### config.mk
export PLATFORM = sky130hd
export DESIGN_NAME = button_gesture_detector_unit
export DESIGN_NICKNAME = d
export VERILOG_FILES = /design/src/rtl/bgd_pkg.sv /design/src/rtl/bgd_cfg.sv /design/src/rtl/bgd_core.sv /design/src/rtl/bgd_fifo.sv /design/src/rtl/button_gesture_detector_unit.sv
export VERILOG_INCLUDE_DIRS = /design/src /design/src/rtl
export SDC_FILE = /design/constraint.sdc
export NUM_CORES = 1
export LEC_CHECK = 0
export ABC_CLOCK_PERIOD_IN_PS = 10300
export BUFFER_PORTS_ARGS = -buffer_cell sky130_fd_sc_hd__buf_2
export CAP_MARGIN = 30
export CORE_MARGIN = 2
export CORE_UTILIZATION = 59
export DETAILED_ROUTE_END_ITERATION = 10
export HOLD_SLACK_MARGIN = 0.06
export PLACE_DENSITY = 0.76
export SLEW_MARGIN = 20
export SYNTH_ARGS = -nofsm -noshare
export SYNTH_HDL_FRONTEND = slang
export SYNTH_SLANG_ARGS = --single-unit
### constraint.sdc
create_clock -name i_clk -period 10.3 [get_ports i_clk]
set_clock_uncertainty 0.15 [all_clocks]
set_input_delay 1.03 -clock i_clk [delete_from_list [all_inputs] [get_ports i_clk]]
set_output_delay 1.03 -clock i_clk [all_outputs]
set_load 0.02 [all_outputs]
### src/rtl/button_gesture_detector_unit_assert.svh
// ---------------------------------------------------------------------------
// Assertion macros for the button gesture detector
// Concurrent checks, compiled out when SYNTHESIS is defined.
// ---------------------------------------------------------------------------
`ifndef BUTTON_GESTURE_DETECTOR_UNIT_ASSERT_SVH
`define BUTTON_GESTURE_DETECTOR_UNIT_ASSERT_SVH

`ifndef SYNTHESIS

// antecedent implies consequent in the same cycle
`define BGD_ASSERT_IMP(lbl, clk, rst_n, ante, cons) \
    lbl: assert property (@(posedge clk) disable iff (!rst_n) (ante) |-> (cons)) \
        else $error("bgd check failed");

// antecedent implies consequent in the next cycle
`define BGD_ASSERT_NXT(lbl, clk, rst_n, ante, cons) \
    lbl: assert property (@(posedge clk) disable iff (!rst_n) (ante) |=> (cons)) \
        else $error("bgd check failed");

`else

`define BGD_ASSERT_IMP(lbl, clk, rst_n, ante, cons)
`define BGD_ASSERT_NXT(lbl, clk, rst_n, ante, cons)

`endif

`endif

### src/rtl/bgd_pkg.sv
// ---------------------------------------------------------------------------
// Button gesture detector package
// Shared types, register indexes and constants.
// ---------------------------------------------------------------------------
package bgd_pkg;

    localparam int HOLD_W     = 16;
    localparam int DEB_W      = 9;
    localparam int CFG_IDX_W  = 3;
    localparam int CFG_DATA_W = 16;
    localparam int QUEUE_DEPTH = 4;

    localparam logic [HOLD_W-1:0] HOLD_MAX = '1;

    localparam logic [DEB_W-1:0]  DEB_RST  = 9'd50;
    localparam logic [HOLD_W-1:0] LONG_RST = 16'd2000;
    localparam logic [HOLD_W-1:0] DWIN_RST = 16'd300;
    localparam logic [HOLD_W-1:0] HELD_RST = 16'd3000;

    localparam logic [CFG_IDX_W-1:0] CFG_DEBOUNCE   = 3'd0;
    localparam logic [CFG_IDX_W-1:0] CFG_LONG_PRESS = 3'd1;
    localparam logic [CFG_IDX_W-1:0] CFG_DOUBLE_WIN = 3'd2;
    localparam logic [CFG_IDX_W-1:0] CFG_HELD       = 3'd3;
    localparam logic [CFG_IDX_W-1:0] CFG_EVENTS_EN  = 3'd4;
    localparam logic [CFG_IDX_W-1:0] CFG_ACTIVE_LOW = 3'd5;

    typedef enum logic [2:0] {
        EV_PRESSED  = 3'd0,
        EV_RELEASED = 3'd1,
        EV_SHORT    = 3'd2,
        EV_LONG     = 3'd3,
        EV_DOUBLE   = 3'd4,
        EV_HELD     = 3'd5
    } t_ev_code;

    typedef struct packed {
        t_ev_code          code;
        logic [HOLD_W-1:0] hold;
        logic              last;
    } t_event;

    typedef struct packed {
        logic [DEB_W-1:0]  debounce_ticks;
        logic [HOLD_W-1:0] long_press_ticks;
        logic [HOLD_W-1:0] double_window_ticks;
        logic [HOLD_W-1:0] held_ticks;
        logic              events_enabled;
        logic              active_low;
    } t_cfg;

    // events produced by one tick
    typedef struct packed {
        logic [1:0] num;
        t_event     ev0;
        t_event     ev1;
    } t_tick_out;

endpackage

### src/rtl/bgd_cfg.sv
// ---------------------------------------------------------------------------
// Configuration registers
// Six registers written by index; unknown indexes are dropped.
// ---------------------------------------------------------------------------
module bgd_cfg
    import bgd_pkg::*;
(
    input  logic                  i_clk,
    input  logic                  i_rst_n,
    input  logic                  i_wr,
    input  logic [CFG_IDX_W-1:0]  i_index,
    input  logic [CFG_DATA_W-1:0] i_data,
    output t_cfg                  o_cfg
);

    t_cfg r_cfg;
    t_cfg n_cfg;

    always_comb begin
        n_cfg = r_cfg;
        if (i_wr) begin
            case (i_index)
                CFG_DEBOUNCE:   n_cfg.debounce_ticks      = i_data[DEB_W-1:0];
                CFG_LONG_PRESS: n_cfg.long_press_ticks    = i_data[HOLD_W-1:0];
                CFG_DOUBLE_WIN: n_cfg.double_window_ticks = i_data[HOLD_W-1:0];
                CFG_HELD:       n_cfg.held_ticks          = i_data[HOLD_W-1:0];
                CFG_EVENTS_EN:  n_cfg.events_enabled      = i_data[0];
                CFG_ACTIVE_LOW: n_cfg.active_low          = i_data[0];
                default:        n_cfg = r_cfg;
            endcase
        end
    end

    always_ff @(posedge i_clk) begin
        if (!i_rst_n) begin
            r_cfg.debounce_ticks      <= DEB_RST;
            r_cfg.long_press_ticks    <= LONG_RST;
            r_cfg.double_window_ticks <= DWIN_RST;
            r_cfg.held_ticks          <= HELD_RST;
            r_cfg.events_enabled      <= 1'b1;
            r_cfg.active_low          <= 1'b1;
        end else begin
            r_cfg <= n_cfg;
        end
    end

    assign o_cfg = r_cfg;

endmodule

### src/rtl/bgd_core.sv
// ---------------------------------------------------------------------------
// Gesture state update
// Debounce, hold timing and gesture decisions for one tick per cycle while i_go is high.
// ---------------------------------------------------------------------------
`include "button_gesture_detector_unit_assert.svh"

module bgd_core
    import bgd_pkg::*;
(
    input  logic      i_clk,
    input  logic      i_rst_n,
    input  logic      i_go,
    input  logic      i_pin,
    input  t_cfg      i_cfg,
    output t_tick_out o_out
);

    localparam int NSLOT = 7;

    logic              r_prev, n_prev;
    logic [DEB_W-1:0]  r_dcnt, n_dcnt;
    logic              r_darm, n_darm;
    logic              r_down, n_down;
    logic [HOLD_W-1:0] r_hold, n_hold;
    logic              r_larm, n_larm;
    logic              r_harm, n_harm;
    logic [1:0]        r_presses, n_presses;
    logic [HOLD_W-1:0] r_since, n_since;
    logic [HOLD_W-1:0] r_stmr, n_stmr;
    logic              r_sarm, n_sarm;
    logic [HOLD_W-1:0] r_saved, n_saved;

    logic              settle, pressed;
    logic [HOLD_W-1:0] rel_hold;
    logic [HOLD_W-1:0] long_min, held_min;
    logic [NSLOT-1:0]  slot_v;
    t_ev_code          slot_c [NSLOT];
    logic [HOLD_W-1:0] slot_h [NSLOT];
    logic [1:0]        sel_n;
    t_event            sel_ev0, sel_ev1;

    assign long_min = (i_cfg.long_press_ticks == '0) ? HOLD_W'(1) : i_cfg.long_press_ticks;
    assign held_min = (i_cfg.held_ticks == '0) ? HOLD_W'(1) : i_cfg.held_ticks;
    assign pressed  = i_cfg.active_low ? ~i_pin : i_pin;

    always_comb begin
        n_prev    = r_prev;
        n_dcnt    = r_dcnt;
        n_darm    = r_darm;
        n_down    = r_down;
        n_hold    = r_hold;
        n_larm    = r_larm;
        n_harm    = r_harm;
        n_presses = r_presses;
        n_since   = r_since;
        n_stmr    = r_stmr;
        n_sarm    = r_sarm;
        n_saved   = r_saved;
        settle    = 1'b0;
        rel_hold  = '0;
        slot_v    = '0;

        // time advances
        if (r_down && r_hold != HOLD_MAX) n_hold = r_hold + HOLD_W'(1);
        if (r_since != HOLD_MAX) n_since = r_since + HOLD_W'(1);
        if (r_sarm && r_stmr != '0) n_stmr = r_stmr - HOLD_W'(1);

        // debounce
        if (i_pin != r_prev) begin
            n_prev = i_pin;
            n_darm = 1'b1;
            n_dcnt = (i_cfg.debounce_ticks == '0) ? DEB_W'(1) : i_cfg.debounce_ticks;
        end else if (r_darm) begin
            if (r_dcnt <= DEB_W'(1)) begin
                n_darm = 1'b0;
                n_dcnt = '0;
                settle = 1'b1;
            end else begin
                n_dcnt = r_dcnt - DEB_W'(1);
            end
        end

        if (settle && pressed && !r_down) begin
            n_down    = 1'b1;
            n_hold    = '0;
            if (r_presses != 2'd3) n_presses = r_presses + 2'd1;
            slot_v[0] = 1'b1;
            n_sarm    = 1'b0;
            n_larm    = 1'b1;
            n_harm    = 1'b1;
        end else if (settle && !pressed && r_down) begin
            rel_hold  = n_hold;
            n_down    = 1'b0;
            n_larm    = 1'b0;
            n_harm    = 1'b0;
            slot_v[1] = 1'b1;
            if (n_hold >= i_cfg.held_ticks) begin
                // reported already as held
                n_saved = r_saved;
            end else if (n_hold >= i_cfg.long_press_ticks) begin
                slot_v[2] = 1'b1;
                n_presses = '0;
            end else if (r_presses >= 2'd2 && n_since < i_cfg.double_window_ticks) begin
                slot_v[3] = 1'b1;
                n_presses = '0;
            end else begin
                n_stmr  = i_cfg.double_window_ticks;
                n_sarm  = 1'b1;
                n_saved = n_hold;
            end
            n_since = '0;
        end

        if (n_down && n_larm && n_hold >= long_min) begin
            n_larm    = 1'b0;
            slot_v[4] = 1'b1;
            n_presses = '0;
        end

        if (n_down && n_harm && n_hold >= held_min) begin
            n_harm    = 1'b0;
            slot_v[5] = 1'b1;
        end

        if (n_sarm && n_stmr == '0) begin
            n_sarm = 1'b0;
            if (n_presses == 2'd1 && !n_down) begin
                slot_v[6] = 1'b1;
                n_presses = '0;
            end
        end
    end

    always_comb begin
        slot_c[0] = EV_PRESSED;  slot_h[0] = '0;
        slot_c[1] = EV_RELEASED; slot_h[1] = rel_hold;
        slot_c[2] = EV_LONG;     slot_h[2] = rel_hold;
        slot_c[3] = EV_DOUBLE;   slot_h[3] = rel_hold;
        slot_c[4] = EV_LONG;     slot_h[4] = n_hold;
        slot_c[5] = EV_HELD;     slot_h[5] = n_hold;
        slot_c[6] = EV_SHORT;    slot_h[6] = n_saved;
    end

    // keep the first two events in tick order
    always_comb begin
        sel_n   = '0;
        sel_ev0 = '{code: EV_PRESSED, hold: '0, last: 1'b0};
        sel_ev1 = '{code: EV_PRESSED, hold: '0, last: 1'b1};
        for (int i = 0; i < NSLOT; i++) begin
            if (slot_v[i] && i_cfg.events_enabled) begin
                if (sel_n == 2'd0) begin
                    sel_ev0.code = slot_c[i];
                    sel_ev0.hold = slot_h[i];
                end else if (sel_n == 2'd1) begin
                    sel_ev1.code = slot_c[i];
                    sel_ev1.hold = slot_h[i];
                end
                if (sel_n != 2'd2) sel_n = sel_n + 2'd1;
            end
        end
        sel_ev0.last = (sel_n == 2'd1);
    end

    always_comb begin
        o_out.num = i_go ? sel_n : 2'd0;
        o_out.ev0 = sel_ev0;
        o_out.ev1 = sel_ev1;
    end

    always_ff @(posedge i_clk) begin
        if (!i_rst_n) begin
            r_prev    <= 1'b1;
            r_dcnt    <= '0;
            r_darm    <= 1'b0;
            r_down    <= 1'b0;
            r_hold    <= '0;
            r_larm    <= 1'b0;
            r_harm    <= 1'b0;
            r_presses <= '0;
            r_since   <= HOLD_MAX;
            r_stmr    <= '0;
            r_sarm    <= 1'b0;
            r_saved   <= '0;
        end else if (i_go) begin
            r_prev    <= n_prev;
            r_dcnt    <= n_dcnt;
            r_darm    <= n_darm;
            r_down    <= n_down;
            r_hold    <= n_hold;
            r_larm    <= n_larm;
            r_harm    <= n_harm;
            r_presses <= n_presses;
            r_since   <= n_since;
            r_stmr    <= n_stmr;
            r_sarm    <= n_sarm;
            r_saved   <= n_saved;
        end
    end

    // a press always cancels the pending short press
    `BGD_ASSERT_IMP(a_down_no_short, i_clk, i_rst_n, r_down, !r_sarm)

endmodule

### src/rtl/bgd_fifo.sv
// ---------------------------------------------------------------------------
// Result queue
// Takes up to two events per cycle, hands out one beat per cycle unless the sink stalls.
// ---------------------------------------------------------------------------
`include "button_gesture_detector_unit_assert.svh"

module bgd_fifo
    import bgd_pkg::*;
#(
    parameter int DEPTH = QUEUE_DEPTH
)(
    input  logic       i_clk,
    input  logic       i_rst_n,
    input  logic [1:0] i_push_n,
    input  t_event     i_ev0,
    input  t_event     i_ev1,
    output logic       o_room,
    output logic       o_valid,
    input  logic       i_stall,
    output t_event     o_ev
);

    localparam int PTR_W   = $clog2(DEPTH);
    localparam int COUNT_W = $clog2(DEPTH + 1);

    // pointer advance that wraps at DEPTH, power of two or not
    function automatic logic [PTR_W-1:0] ptr_step(input logic [PTR_W-1:0] ptr,
                                                  input logic [1:0]       step);
        logic [PTR_W:0] sum;
        sum = {1'b0, ptr} + (PTR_W+1)'(step);
        if (sum >= (PTR_W+1)'(DEPTH)) sum = sum - (PTR_W+1)'(DEPTH);
        return sum[PTR_W-1:0];
    endfunction

    t_event             r_mem [DEPTH];
    logic [PTR_W-1:0]   r_wr, n_wr;
    logic [PTR_W-1:0]   r_rd, n_rd;
    logic [PTR_W-1:0]   wr_next;
    logic [COUNT_W-1:0] r_count, n_count;
    logic               pop;

    assign pop     = o_valid && !i_stall;
    assign n_wr    = ptr_step(r_wr, i_push_n);
    assign n_rd    = ptr_step(r_rd, {1'b0, pop});
    assign wr_next = ptr_step(r_wr, 2'd1);
    assign n_count = r_count + COUNT_W'(i_push_n) - COUNT_W'(pop);

    // room for a full tick whatever the sink does
    assign o_room  = r_count <= COUNT_W'(DEPTH - 2);
    assign o_valid = r_count != '0;
    assign o_ev    = r_mem[r_rd];

    always_ff @(posedge i_clk) begin
        if (i_push_n != 2'd0) r_mem[r_wr] <= i_ev0;
        if (i_push_n == 2'd2) r_mem[wr_next] <= i_ev1;
    end

    always_ff @(posedge i_clk) begin
        if (!i_rst_n) begin
            r_wr    <= '0;
            r_rd    <= '0;
            r_count <= '0;
        end else begin
            r_wr    <= n_wr;
            r_rd    <= n_rd;
            r_count <= n_count;
        end
    end

    `BGD_ASSERT_IMP(a_count_max, i_clk, i_rst_n, 1'b1, r_count <= COUNT_W'(DEPTH))
    `BGD_ASSERT_IMP(a_no_overflow, i_clk, i_rst_n, i_push_n != 2'd0,
                    32'(r_count) + 32'(i_push_n) <= 32'(DEPTH) + 32'(pop))
    `BGD_ASSERT_NXT(a_pop_only, i_clk, i_rst_n, pop && i_push_n == 2'd0, r_count == $past(r_count) - COUNT_W'(1))

endmodule

### src/rtl/button_gesture_detector_unit.sv
// ---------------------------------------------------------------------------
// Button gesture detector
// Debounced button events: pressed, released, short, long, double, held.
// ---------------------------------------------------------------------------
// One raw pin sample per tick enters on the input channel; a tick is taken
// every clock cycle while the result queue has room for two events. A tick
// passes from the input register into the result queue, whose head drives
// the output. The output port moves one event beat per cycle unless the sink
// stalls; a tick with two events leaves as two beats. Input keeps one tick per
// cycle while ticks average at most one event. Configure only while idle.
module button_gesture_detector_unit
    import bgd_pkg::*;
#(
    parameter int QDEPTH = QUEUE_DEPTH
)(
    input  logic                  i_clk,
    input  logic                  i_rst_n,
    input  logic                  i_valid,
    output logic                  o_stall,
    input  logic                  i_pin_level,
    output logic                  o_valid,
    input  logic                  i_stall,
    output logic [2:0]            o_event_code,
    output logic [HOLD_W-1:0]     o_hold_ticks,
    output logic                  o_last,
    input  logic                  i_cfg_valid,
    output logic                  o_cfg_ready,
    input  logic [CFG_IDX_W-1:0]  i_cfg_index,
    input  logic [CFG_DATA_W-1:0] i_cfg_data
);

    t_cfg      cfg;
    t_tick_out tick;
    t_event    q_ev;
    logic      room, go, in_acc;
    logic      r_pvld, n_pvld;
    logic      r_pin;

    assign o_cfg_ready = 1'b1;

    bgd_cfg u_cfg (
        .i_clk   (i_clk),
        .i_rst_n (i_rst_n),
        .i_wr    (i_cfg_valid && o_cfg_ready),
        .i_index (i_cfg_index),
        .i_data  (i_cfg_data),
        .o_cfg   (cfg)
    );

    // input register
    assign go      = r_pvld && room;
    assign o_stall = r_pvld && !room;
    assign in_acc  = i_valid && !o_stall;
    assign n_pvld  = in_acc ? 1'b1 : (go ? 1'b0 : r_pvld);

    always_ff @(posedge i_clk) begin
        if (!i_rst_n) r_pvld <= 1'b0;
        else          r_pvld <= n_pvld;
    end

    always_ff @(posedge i_clk) begin
        if (in_acc) r_pin <= i_pin_level;
    end

    bgd_core u_core (
        .i_clk   (i_clk),
        .i_rst_n (i_rst_n),
        .i_go    (go),
        .i_pin   (r_pin),
        .i_cfg   (cfg),
        .o_out   (tick)
    );

    bgd_fifo #(
        .DEPTH (QDEPTH)
    ) u_fifo (
        .i_clk    (i_clk),
        .i_rst_n  (i_rst_n),
        .i_push_n (tick.num),
        .i_ev0    (tick.ev0),
        .i_ev1    (tick.ev1),
        .o_room   (room),
        .o_valid  (o_valid),
        .i_stall  (i_stall),
        .o_ev     (q_ev)
    );

    assign o_event_code = q_ev.code;
    assign o_hold_ticks = q_ev.hold;
    assign o_last       = q_ev.last;

endmodule
### Word-level counts from Yosys, hierarchy flattened

Memory sizes are Yosys's and may differ from the RTL's. A register that Yosys moved wholly into a read port is not among the register bits.
Index checks and enable logic that the tools add are counted.

| operators by class | value |
|---|---|
| add/sub/neg operators | 19 |
| $mul | 0 |
| divide/modulo/power cells | 0 |
| order comparisons | 11 |
| equality and inequality tests | 24 |
| shift operators | 0 |
| muxes and demuxes | 119 |
| bitwise gates (word level) | 1 |
| reduce and logical (&&, ||, !) cells | 54 |

Operators by type and width:

| cell | number |
|---|---|
| $mux W19 | 28 |
| $mux W16 | 20 |
| $ge A16 B16 Y1 | 4 |
| $mux W2 | 27 |
| $logic_not A16 Y1 | 3 |
| $mux W1 | 36 |
| $mux W9 | 4 |
| $mux W17 | 2 |
| $add A16 B1 Y16 const B | 2 |
| $ne A16 B16 Y1 const B | 2 |
| $logic_and A1 B1 Y1 | 24 |
| $lt A16 B16 Y1 | 1 |
| $reduce_and A2 Y1 | 8 |
| $reduce_bool A16 Y1 | 1 |
| $sub A16 B1 Y16 const B | 1 |
| $eq A2 B1 Y1 const B | 7 |
| $add A2 B1 Y2 const B | 6 |
| $logic_not A2 Y1 | 6 |
| $ne A2 B2 Y1 const B | 6 |
| $ge A3 B3 Y1 const B | 3 |
| $le A9 B1 Y1 const B | 1 |
| $logic_not A9 Y1 | 1 |
| $sub A9 B1 Y9 const B | 1 |
| $eq A3 B2 Y1 const B | 2 |
| other kinds (21) | 32 |

| storage, ports and cells | value |
|---|---|
| bits in registers | 149 |
| bits in latches | 0 |
| RAM bits | 80 |
| memory bits (read-only) | 0 |
| input port bits | 25 |
| output and inout bits | 23 |
| memories | 1 |

Memories:

| memory | words | bits a word | read ports | clocked after Yosys merged registers in | write ports | line | source |
|---|---|---|---|---|---|---|---|
| u_fifo.r_mem | 4 | 20 | 1 | 1 | 2 | bgd_fifo.sv:35 | `t_event r_mem [DEPTH];` |

### Longest topological paths before layout

Gate-level depths: netlist of run 1.

| logic depth | value |
|---|---|
| depth after elaboration | 31 |
| depth in mapped cells | 36 |

### Hierarchy

Synthesis of run 1 repeated with hierarchy kept, for this count alone.

| second synthesis, totals | value |
|---|---|
| cells, all modules | 1595 |
| area total of the unflattened synthesis | 14993.1 um^2 |

By module, submodules not included:

| module | times used | cells an instance | area an instance (um^2) |
|---|---|---|---|
| bgd_core | 1 | 1114 | 8284.2 |
| bgd_fifo | 1 | 245 | 4267.8 |
| bgd_cfg | 1 | 228 | 2346.0 |
| button_gesture_detector_unit | 1 | 8 | 95.1 |

### Worst setup path after synthesis of run 1

OpenSTA, ideal clock, no wires.

| timing path | value |
|---|---|
| path type | register -> register |
| from | reg u_core.r_hold[8] |
| to | mem u_fifo.r_mem[1][10] (netlist name), enable pin |
| setup time | 0.393 ns |
| arrival time | 7.463 ns |
| required time | 9.757 ns |
| path slack | 2.295 ns |
| stages on the path, launching flop included | 34 |
| buffers on the path | 2 |
| path through | dfxtp_1 buf_2 and4_1 nand4_1 nor3_1 nor2_1 nand4_1 or2_2 inv_1 nand3_1 xnor2_1 ha_1 a211oi_1 nor2_1 a2111oi_0 o2111a_1 nand2_1 mux2i_1 inv_1 ha_1 nor4bb_1 o21a_1 a21o_1 inv_1 ha_1 inv_1 a221oi_2 ha_1 or3_1 a21oi_1 nor4_1 o21ba_2 clkbuf_1 nand2_1 |

RTL lines:

| element | line | source |
|---|---|---|
| start: declaration | bgd_core.sv:24 | `logic [HOLD_W-1:0] r_hold, n_hold;` |
| start signal: assignment | bgd_core.sv:189 | `r_hold <= n_hold;` |
| end: declaration | bgd_fifo.sv:35 |  |

==> impl_results.md, run 1 <==
- Post-synth ARST share: 0%
- Max Fanout on Critical Path: 20
- Largest stage delay on the critical path: 620 ps
- Internal power: 0.001737 W
- DR vias/cell: 6.191
- Switching Share: 30.93%
- Detailed Route Iter0 Violations: 1037
- Ant. Diodes: 0
- CP arrival: 9280 ps
- Setup Buffers After CTS: 0
- Net Count, Synth: 1737
- Hold Startpoint: u_core.r_hold[7]
- # hold bufs at CTS: 0
- Min cycle time layout: 9354 ps
- Final nets: 1747
- Crit path launch: u_core.r_hold[8]
- Htree depth: 1
- Final number of setup-violating endpoints: 0
- GR Util All Layers: 28.04%
- Gpl congestion: 0.9089
- Slew headroom: 35.80%
- Antenna violation net count after detailed routing: 0
- Avg Cell Area, Syn: 8.826 sq um
- CTS tree: done
- Fin. Hold Viols: 0
- Largest net degree at the start of global routing: 103
- Pwr Density: 162.1 nW/um^2
- CP Capture Type: register
- CP max-delay cell: nand2_1
- Top Ports: 48
- Row count: 56
- Vias: 12140
- 1st-pass router iterations: 5
- Critical Path Start Type: register
- IO Port Bufs: 46
- GRT Residual Overflow: 0
- CTS max path bufs: 3
- Synthesis Warnings: 0
- Vias in the first global route: 11392
- Max Clock Freq: 106.9 MHz
- Initial antenna violation count: 0
- Synth unique cells: 88
- PostCTS Resize Cnt: 0
- Share of layout cells above drive strength 1: 10.60%
- Unrepaired setup endpoints after global routing: no
- Core Area: 23540 sq um
- DIE WIDTH: 159.3 microns
- Worst skew pair latency: 550 ps
- Final Cycle Share: 90.82%
- CP delay by family, top: simple AND/OR/NAND/NOR gates
- Synth Register Bits: 229
- Gate power share: 23.7%
- Mapped Cells: 1612
- Initial core utilization: 60.43%
- CP Class: register to register
- DIE HEIGHT: 159.3 microns
- Static Leakage: 5.984 nW
- Clock sinks: 229
- TritonCTS buffer count: 26
- Layout area overhead: 9.058%
- Tot Pwr: 0.002516 W
- Seq pwr share: 40.1%
- Final Max Tran Viols: 0
- R2r startpoint: u_core.r_hold[8]
- Required @ worst endpoint: 10230 ps
- Sw Pwr: 0.0007782 W
- EDFF count, synth: 77
- Post-Syn Area: 14230 sq um
- CP Buf/Inv Count: 5
- Max Cap Viol: 0
- Global-route wire length before repair: 59240 microns
- Root buf cell: clkbuf_16
- Wire length per cell: 18.21 microns
- Clk pwr share: 36.2%
- Register area share after synthesis: 37.64%
- Synth Flop Type: dfxtp_1
- Worst Max-Slew Pin Slew: 961.7 ps
- Status: finished clean
- Die Area: 25370 sq um
- HP Class: register to register
- DRC: 0
- CTS clk-pin slew, worst paths: 60 ps
- Fillers: 1918
- Setup TNS: 0 ps
- Final HPWL DP: 26200 microns
- VDD IR-drop max: 0.1334 mV
- Final WL: 35710 microns
[worst min-delay path: stages (launching register included)]
cell and delay [ps]:
dfxtp_1 310, nand2_1 50, a21boi_0 60
[layout make-up]
type / instances / area (sq um) / area share, %
clock buffer: 27 / 654.4 / 4.217
multi-input combinational: 1181 / 8082 / 52.08
tap: 319 / 399.1 / 2.572
clock inverter: 21 / 192.7 / 1.242
inverter: 118 / 442.9 / 2.855
sequential: 229 / 5355 / 34.51
timing repair buffer: 66 / 390.4 / 2.516
[layout by cell type, fill, tap and decap left out, types with 22 or more instances in the layout]
cell       Yosys  final
inv_1        117    117
dfxtp_1      152    152
edfxtp_1      77     77
nand4_1       22     22
ha_1          99     99
nand3_1       34     34
a21oi_1       55     55
and2_1        34     34
nand2_1      268    267
xnor2_1       22     22
o211ai_1      29     29
buf_2         19     45
a21boi_0      76     76
o21ai_0       51     50
nor2_1        61     61
clkbuf_16      0     26
o22ai_1       80     80
nor3_1        28     28
a22oi_1       38     38
[power groups by stage]
stage               clock network, W  logic, W  registers [W]
finish                      0.000911  0.000595        0.00101
global route                0.000958  0.000667        0.00101
CTS                         0.000921  0.000596        0.00101
detailed placement                 0  0.000592        0.00103
global placement                   0  0.000581        0.00103
floorplan                          0  0.000470        0.00101
[through the flow]
step	utilization (%)	instances	setup WS, ps	hold WS, ps	area (sq um)
final	65.91	1961	946.0	322.9	15520
after CTS	65.72	1956	1024	321.6	15470
after global routing	65.91	1961	402.0	350.9	15520
after global placement	61.99	1904	1061	307.9	14590
after detailed placement	62.12	1908	1144	313.6	14620
after floorplan	-	1612	2295	286.3	14230
[flip-flops by register name (all words and copies together) (netlist names)]
name	cells
u_fifo.r_wr	2
u_core.r_down	1
u_core.r_prev	1
r_pvld	1
u_cfg.o_cfg	59
u_fifo.r_mem	80
u_core.r_presses	2
u_core.r_sarm	1
u_core.r_stmr	16
r_pin	1
u_core.r_harm	1
u_core.r_hold	16
u_core.r_since	16
u_core.r_saved	16
u_core.r_dcnt	9
u_fifo.r_rd	2
u_fifo.r_count	3
u_core.r_larm	1
u_core.r_darm	1
[routing by layer]
metal	track usage [%]	up-vias	wire length (microns)	share of wire [%]
met1	40.58	5785	16640	47
met4	7.190	0	781	2.2
met2	44.86	364	16200	45
li1	-	5937	-	-
met3	3.360	54	2085	5.8
met5	0	-	0	0
[cells in the mapped netlist (5+ instances only)]
master    count  area, sq um
a21boi_0     76        570.6
a21o_1       16        120.1
a21oi_1      55        275.3
a221oi_1      8        70.07
a22oi_1      38        285.3
a22oi_2      10        125.1
a31oi_1      11        68.82
and2_1       34        212.7
and3_1        8        50.05
and4_1        5        43.79
buf_1         7        26.28
buf_2        19        95.09
clkbuf_1     56        210.2
dfxtp_1     152         3043
edfxtp_1     77         2312
ha_1         99         1239
inv_1       117        439.2
mux2i_1       7        70.07
mux4_2       20        450.4
nand2_1     268         1006
nand2b_1     10        62.56
nand3_1      34        170.2
nand4_1      22        137.6
nor2_1       61        229.0
nor2b_1      13        81.33
nor3_1       28        140.1
nor3b_1       9        67.56
nor4_1       20        125.1
o211a_1       6        60.06
o211ai_1     29        217.7
o21a_1        9        67.56
o21ai_0      51        255.2
o22ai_1      80        500.5
or2_2         7        43.79
or3_1        13        81.33
xnor2_1      22        192.7
xor2_1       16        140.1
[worst paths after layout]
kind | slack (ps) | depth (start not counted) | endpoint
max reg2reg | 950 | 32 | u_fifo.r_mem[1][2]
min reg2reg | 320 | 2 | u_core.r_hold[7]
max | 950 | 32 | u_fifo.r_mem[1][2]
min | 320 | 2 | u_core.r_hold[7]
[cell families after synthesis]
kind of cell,Yosys count,synth area share [%]
and+or+nand+nor,566,19.36
AOI/OAI and AO/OA,445,22.20
DFF,229,37.64
buffers and inverters,202,5.576
adders and majority gates,100,8.847
xor gates and xnor gates,38,2.339
muxes,31,4.019
other,1,0.02636
(Power assumes the default switching activity.)
==> run 2: changes to the inputs <==
Settings changed: ABC_CLOCK_PERIOD_IN_PS 10300 to not set, MAX_ROUTING_LAYER set to met4.
==> impl_results.md, run 2 (same netlist as run 1, synthesis figures left out) <==
- DRC: 0 (unchanged)
- Slew headroom: 30.51% (-5.3 points)
- Root buf cell: clkbuf_16
- Seq pwr share: 38.8% (-1.3 points)
- Static Leakage: 6.029 nW (+0.76%)
- Top Ports: 48 (unchanged)
- 1st-pass router iterations: 7 (+2)
- Die Area: 25370 sq um (unchanged)
- # hold bufs at CTS: 0 (unchanged)
- CP arrival: 9570 ps (+290 ps)
- Gate power share: 23.0% (-0.7 points)
- VDD IR-drop max: 0.1401 mV (+5.0%)
- Fin. Hold Viols: 0 (unchanged)
- Clk pwr share: 38.3% (+2.1 points)
- Hold Startpoint: u_core.r_hold[6]
- Setup Buffers After CTS: 0 (unchanged)
- Worst Max-Slew Pin Slew: 1016 ps (+54.38 ps)
- GR Util All Layers: 29.21% (+1.2 points)
- Sequential Area: 5355 sq um (unchanged)
- DIE WIDTH: 159.3 microns (unchanged)
- Final Cycle Share: 93.51% (+2.7 points)
- Sw Pwr: 0.0007689 W (-1.2%)
- Max Clock Freq: 103.8 MHz (-2.9%)
- TritonCTS buffer count: 26 (unchanged)
- CTS max path bufs: 3 (unchanged)
- Multi-input combinational cell area: 8084 sq um (about the same)
- Met2 GRT Util: 45.95% (+1.1 points)
- Required @ worst endpoint: 10240 ps (about the same)
- Pwr Density: 167.0 nW/um^2 (+3.0%)
- Gpl congestion: 0.9422 (+3.7%)
- Share of layout cells above drive strength 1: 10.54% (-0.061 points)
- Global-route wire length before repair: 59460 microns (+0.37%)
- Largest stage delay on the critical path: 890 ps (+270 ps)
- Final WL: 36640 microns (+2.6%)
- Setup TNS: 0 ps (unchanged)
- HP Class: register to register
- Core Area: 23540 sq um (unchanged)
- Grt peak-use layer: met2
- R2r startpoint: u_core.r_hold[9]
- Max Cap Viol: 0 (unchanged)
- CP Capture Type: register
- Status: finished clean
- Unrepaired setup endpoints after global routing: no
- Largest net degree at the start of global routing: 101 (-1.9%)
- CP Class: register to register
- Most common cell after layout, fill and taps aside: nand2_1
- CTS clk-pin slew, worst paths: 60 ps (about the same)
- DR vias/cell: 6.284 (+1.5%)
- Row count: 56 (unchanged)
- WHS: 324.5 ps (+1.641 ps)
- Internal power: 0.001834 W (+5.5%)
- GRT Residual Overflow: 0 (unchanged)
- Final number of setup-violating endpoints: 0 (unchanged)
- Met1 usage: 39.32% (-1.3 points)
- Initial core utilization: 60.43% (unchanged)
- DIE HEIGHT: 159.3 microns (unchanged)
- Max Fanout on Critical Path: 20 (unchanged)
- Worst skew pair latency: 540 ps (about the same)
- Commonest non-fill, non-tap cells in the layout: 266 x nand2_1, 152 x dfxtp_1, 117 x inv_1
- Layout area overhead: 9.568%
- Htree depth: 1 (unchanged)
- Critical Path Start Type: register
- Detailed Route Iter0 Violations: 1089 (+5.0%)
- Switching Share: 29.54% (-1.4 points)
- Antenna violation net count after detailed routing: 0 (unchanged)
- IO Port Bufs: 46 (unchanged)
- Largest register FFs: 80 (unchanged)
- GR Layer Usage met3: 4.324% (+0.96 points)
- Final Max Tran Viols: 0 (unchanged)
- Final HPWL DP: 26560 microns (+1.4%)
- CP max-delay cell: a2111oi_0
- Initial antenna violation count: 1 (+1)
- Register with the most flip-flops: u_fifo.r_mem
- Min cycle time layout: 9632 ps (+277.9 ps)
- CTS tree: done
- Vias: 12329 (+1.6%)
- Wire length per cell: 18.68 microns (+2.6%)
- Vias in the first global route: 11396 (+0.035%)
- Clock sinks: 229 (unchanged)
- Crit path launch: u_core.r_hold[9]
- Final nets: 1747 (unchanged)
- Fillers: 1982 (+3.3%)
[run 2: metal layers]
metal  vias to the layer above  routed length, microns  share of wire (%)
li1                       5932                       -                  -
met2                       501                   16700                 46
met5                         -                       0                  0
met1                      5835                   16360                 45
met3                        61                    2609                7.1
met4                         0                     971                2.6
[run 2: final cells by class]
type	instances	share of cell area, %
multi-input cells	1181	51.86
well taps	319	2.560
diodes	1	0.01605
clock inverters	13	1.268
repair buffers	66	2.512
inverters	118	2.841
flip-flops and latches	229	34.35
clock buffers	35	4.591
[run 2: power groups by stage]
stage | logic (W) | clock network, W | registers (W)
after floorplan | 0.000470 | 0 | 0.00101
after global placement | 0.000582 | 0 | 0.00103
after detailed placement | 0.000594 | 0 | 0.00103
after CTS | 0.000600 | 0.00101 | 0.00101
after global routing | 0.000667 | 0.00104 | 0.00101
final | 0.000598 | 0.000996 | 0.00101
[run 2: through the flow]
| stage | power (W) | setup slack (ps) | cells | cell area, sq um | util [%] |
|---|---|---|---|---|---|
| CTS | 0.002613 | 769.5 | 1956 | 15540 | 66.01 |
| floorplan | 0.001478 | 2295 | 1612 | 14230 | - |
| detailed placement | 0.001621 | 856.2 | 1908 | 14630 | 62.13 |
| global placement | 0.001608 | 1125 | 1904 | 14590 | 61.99 |
| global route | 0.002720 | 60.40 | 1962 | 15590 | 66.21 |
| finish | 0.002603 | 668.1 | 1962 | 15590 | 66.21 |
[run 2: critical path, delay by kind of cell, from the launching register on]
kind                       cells  cell delay, ps
AOI/OAI and AO/OA              9            2890
xor gates and xnor gates       1             500
adders and majority gates      4            1320
buffers and inverters          5             660
DFF                            1             350
muxes                          1             250
and+or+nand+nor               13            3020
[run 2: worst paths after layout]
kind              depth (start not counted)  slack (ps)                  end
setup / recovery                         33         670  u_fifo.r_mem[3][14]
hold / removal                            2         320     u_core.r_hold[6]
hold reg to reg                           2         320     u_core.r_hold[6]
setup reg to reg                         33         670  u_fifo.r_mem[3][14]
[run 2: what timing repair did]
action                                  CTS  global route
endpoints found under the setup margin    0            16
endpoints found under the hold margin     0             0
gates resized for setup                   0             1
==> run 3: changes to the inputs <==
Settings changed: BUFFER_PORTS_ARGS -buffer_cell sky130_fd_sc_hd__buf_2 to not set, DONT_BUFFER_PORTS set to 1, MAX_ROUTING_LAYER met4 to not set, PLACE_DENSITY 0.76 to 0.75.
==> impl_results.md, run 3 (same netlist as run 1, synthesis figures left out) <==
- Status: finished clean
- Initial antenna violation count: 0 (-1)
- Grt peak-use layer: met2
- Wire length per cell: 19.20 microns (+2.8%)
- Htree depth: 1 (unchanged)
- Final Cycle Share: 90.84% (-2.7 points)
- Final HPWL DP: 26560 microns (about the same)
- TritonCTS buffer count: 25 (-3.8%)
- R2r setup slk: 940 ps (+280 ps)
- Final WL: 36800 microns (+0.42%)
- CTS tree: done
- IO Port Bufs: 0 (-100%)
- Final Max Tran Viols: 0 (unchanged)
- Most common cell after layout, fill and taps aside: nand2_1
- Setup TNS: 0 ps (unchanged)
- Unrepaired setup endpoints after global routing: no
- CP max-delay cell: nand2_1
- Slew headroom: 37.77% (+7.3 points)
- Largest register FFs: 80 (unchanged)
- Sequential Area: 5355 sq um (unchanged)
- DIE WIDTH: 159.3 microns (unchanged)
- Hold-critical path endpoint: u_core.r_hold[6]
- Final nets: 1705 (-2.4%)
- Max Cap Viol: 0 (unchanged)
- # hold bufs at CTS: 0 (unchanged)
- GR Layer Usage met3: 3.386% (-0.94 points)
- CP arrival: 9270 ps (-300 ps)
- DRC: 0 (unchanged)
- PostCTS Resize Cnt: 0 (unchanged)
- GRT Residual Overflow: 0 (unchanged)
- Clock sinks: 229 (unchanged)
- FF-to-FF End: u_fifo.r_mem[3][2]
- Layout Cells excl Fill: 1917 (-2.3%)
- Die Area: 25370 sq um (unchanged)
- Internal power: 0.001692 W (-7.7%)
- Pwr Density: 159.2 nW/um^2 (-4.7%)
- Sw Pwr: 0.0007362 W (-4.3%)
- Final number of setup-violating endpoints: 0 (unchanged)
- Max Clock Freq: 106.9 MHz (+2.9%)
- Seq pwr share: 41.4% (+2.6 points)
- Gate power share: 23.3% (+0.3 points)
- Min cycle time layout: 9356 ps (-275.5 ps)
- Clk pwr share: 35.3% (-3.0 points)
- Global-route wire length before repair: 60280 microns (+1.4%)
- Switching Share: 30.32% (+0.78 points)
- Initial core utilization: 60.43% (unchanged)
- R2r startpoint: u_core.r_hold[9]
- Gpl congestion: 0.9466 (+0.47%)
- Multi-input combinational cell area: 8082 sq um (about the same)
- Met2 GRT Util: 49.13% (+3.2 points)
- Critical Path Start Type: register
- Largest stage delay on the critical path: 590 ps (-300 ps)
- Root buf cell: clkbuf_16
- Required @ worst endpoint: 10210 ps (-30 ps)
- Hold Startpoint: u_core.r_hold[6]
- Share of layout cells above drive strength 1: 7.760% (-2.8 points)
- GR Util All Layers: 28.88% (-0.33 points)
- Placed cells: 1866 (-2.2%)
- CTS max path bufs: 3 (unchanged)
- Antenna violation net count after detailed routing: 0 (unchanged)
- Fillers: 2017 (+1.8%)
- Met1 usage: 39.81% (+0.49 points)
- Detailed Route Iter0 Violations: 1028 (-5.6%)
- Row count: 56 (unchanged)
- HP Class: register to register
- Top Ports: 48 (unchanged)
- CTS clk-pin slew, worst paths: 60 ps (about the same)
- DIE HEIGHT: 159.3 microns (unchanged)
- Core Area: 23540 sq um (unchanged)
- Vias in the first global route: 11434 (+0.33%)
- Vias: 12024 (-2.5%)
- Reg2reg path depth: 34 (+3.0%)
- Layout area overhead: 7.211%
- CP Capture Type: register
- Largest net degree at the start of global routing: 149 (+48%)
- Worst skew pair latency: 530 ps (about the same)
- Worst Max-Slew Pin Slew: 931.2 ps (-84.91 ps)
- Fin. Hold Viols: 0 (unchanged)
- Register with the most flip-flops: u_fifo.r_mem
- Static Leakage: 5.782 nW (-4.1%)
- Hold Crit Depth: 2 (unchanged)
- VDD IR-drop max: 0.1442 mV (+2.9%)
- Ant. Diodes: 0 (-1)
- Setup Buffers After CTS: 0 (unchanged)
- 1st-pass router iterations: 8 (+1)
- Max Fanout on Critical Path: 20 (unchanged)
- Commonest non-fill, non-tap cells in the layout: 267 x nand2_1, 152 x dfxtp_1, 117 x inv_1
- DR vias/cell: 6.272 (-0.18%)
- CP Class: register to register
## run 3: cell types whose count changed in the layout (fill, tap and decap cells not counted), sizes merged
cell,previous run,this run
bufinv,5,1
dlymetal6s2s,0,1
buf,64,23
diode,1,0
## run 3: per-layer routing
layer,part of all wire [%],vias up
met2,48,443
met4,1.7,0
li1,-,5854
met1,44,5667
met5,0,-
met3,6.7,60
## run 3: metrics by stage
| step | hold slack [ps] | cell area, sq um | total power [W] | setup WS, ps | utilization (%) |
|---|---|---|---|---|---|
| final | 316.9 | 15250 | 0.002428 | 943.7 | 64.79 |
| after global routing | 347.2 | 15250 | 0.002541 | 40.86 | 64.79 |
| after CTS | 316.5 | 15200 | 0.002435 | 773.8 | 64.56 |
| after detailed placement | 308.4 | 14430 | 0.001583 | 849.2 | 61.27 |
| after global placement | 300.9 | 14390 | 0.001566 | 1167 | 61.13 |
| after floorplan | 286.3 | 14230 | 0.001478 | 2295 | - |
## run 3: how the worst max path moves through the flow
| stage | slack (ps) | endpoint | start |
|---|---|---|---|
| 3_3_place_gp | 1170 | u_fifo.r_mem[3][18] | u_core.r_hold[8] |
| 3_5_place_dp | 850 | u_fifo.r_mem[3][2] | u_core.r_hold[9] |
| 2_1_floorplan | 2290 | u_fifo.r_mem[1][10] | u_core.r_hold[8] |
| 4_1_cts | 770 | u_fifo.r_mem[3][2] | u_core.r_hold[9] |
| 6_report | 940 | u_fifo.r_mem[3][2] | u_core.r_hold[9] |
| 5_1_grt | 40 | u_fifo.r_mem[3][5] | u_core.r_hold[8] |
## run 3: cell type report
cell class,count,area share (%)
clock buffer,36,4.577
inverter,118,2.904
clock inverter,9,0.4922
tap,319,2.617
timing repair buffer,25,1.321
sequential,229,35.11
multi-input combinational,1181,52.98
## run 3: worst max-delay path: cells and delay by family, from the launching register on
| kind | cells | cell delay [ps] |
|---|---|---|
| AOI/OAI and AO/OA | 10 | 2350 |
| xor gates and xnor gates | 1 | 530 |
| adders and majority gates | 4 | 1320 |
| buffers and inverters | 6 | 930 |
| DFF | 1 | 350 |
| muxes | 1 | 280 |
| and+or+nand+nor | 12 | 2970 |
## run 3: power by group through the flow
stage / logic, W / registers (W) / clock network [W]
4_1_cts: 0.000561 / 0.00101 / 0.000868
5_1_grt: 0.000628 / 0.00101 / 0.000904
6_report: 0.000566 / 0.00100 / 0.000858
2_1_floorplan: 0.000470 / 0.00101 / 0
3_5_place_dp: 0.000557 / 0.00103 / 0
3_3_place_gp: 0.000541 / 0.00102 / 0
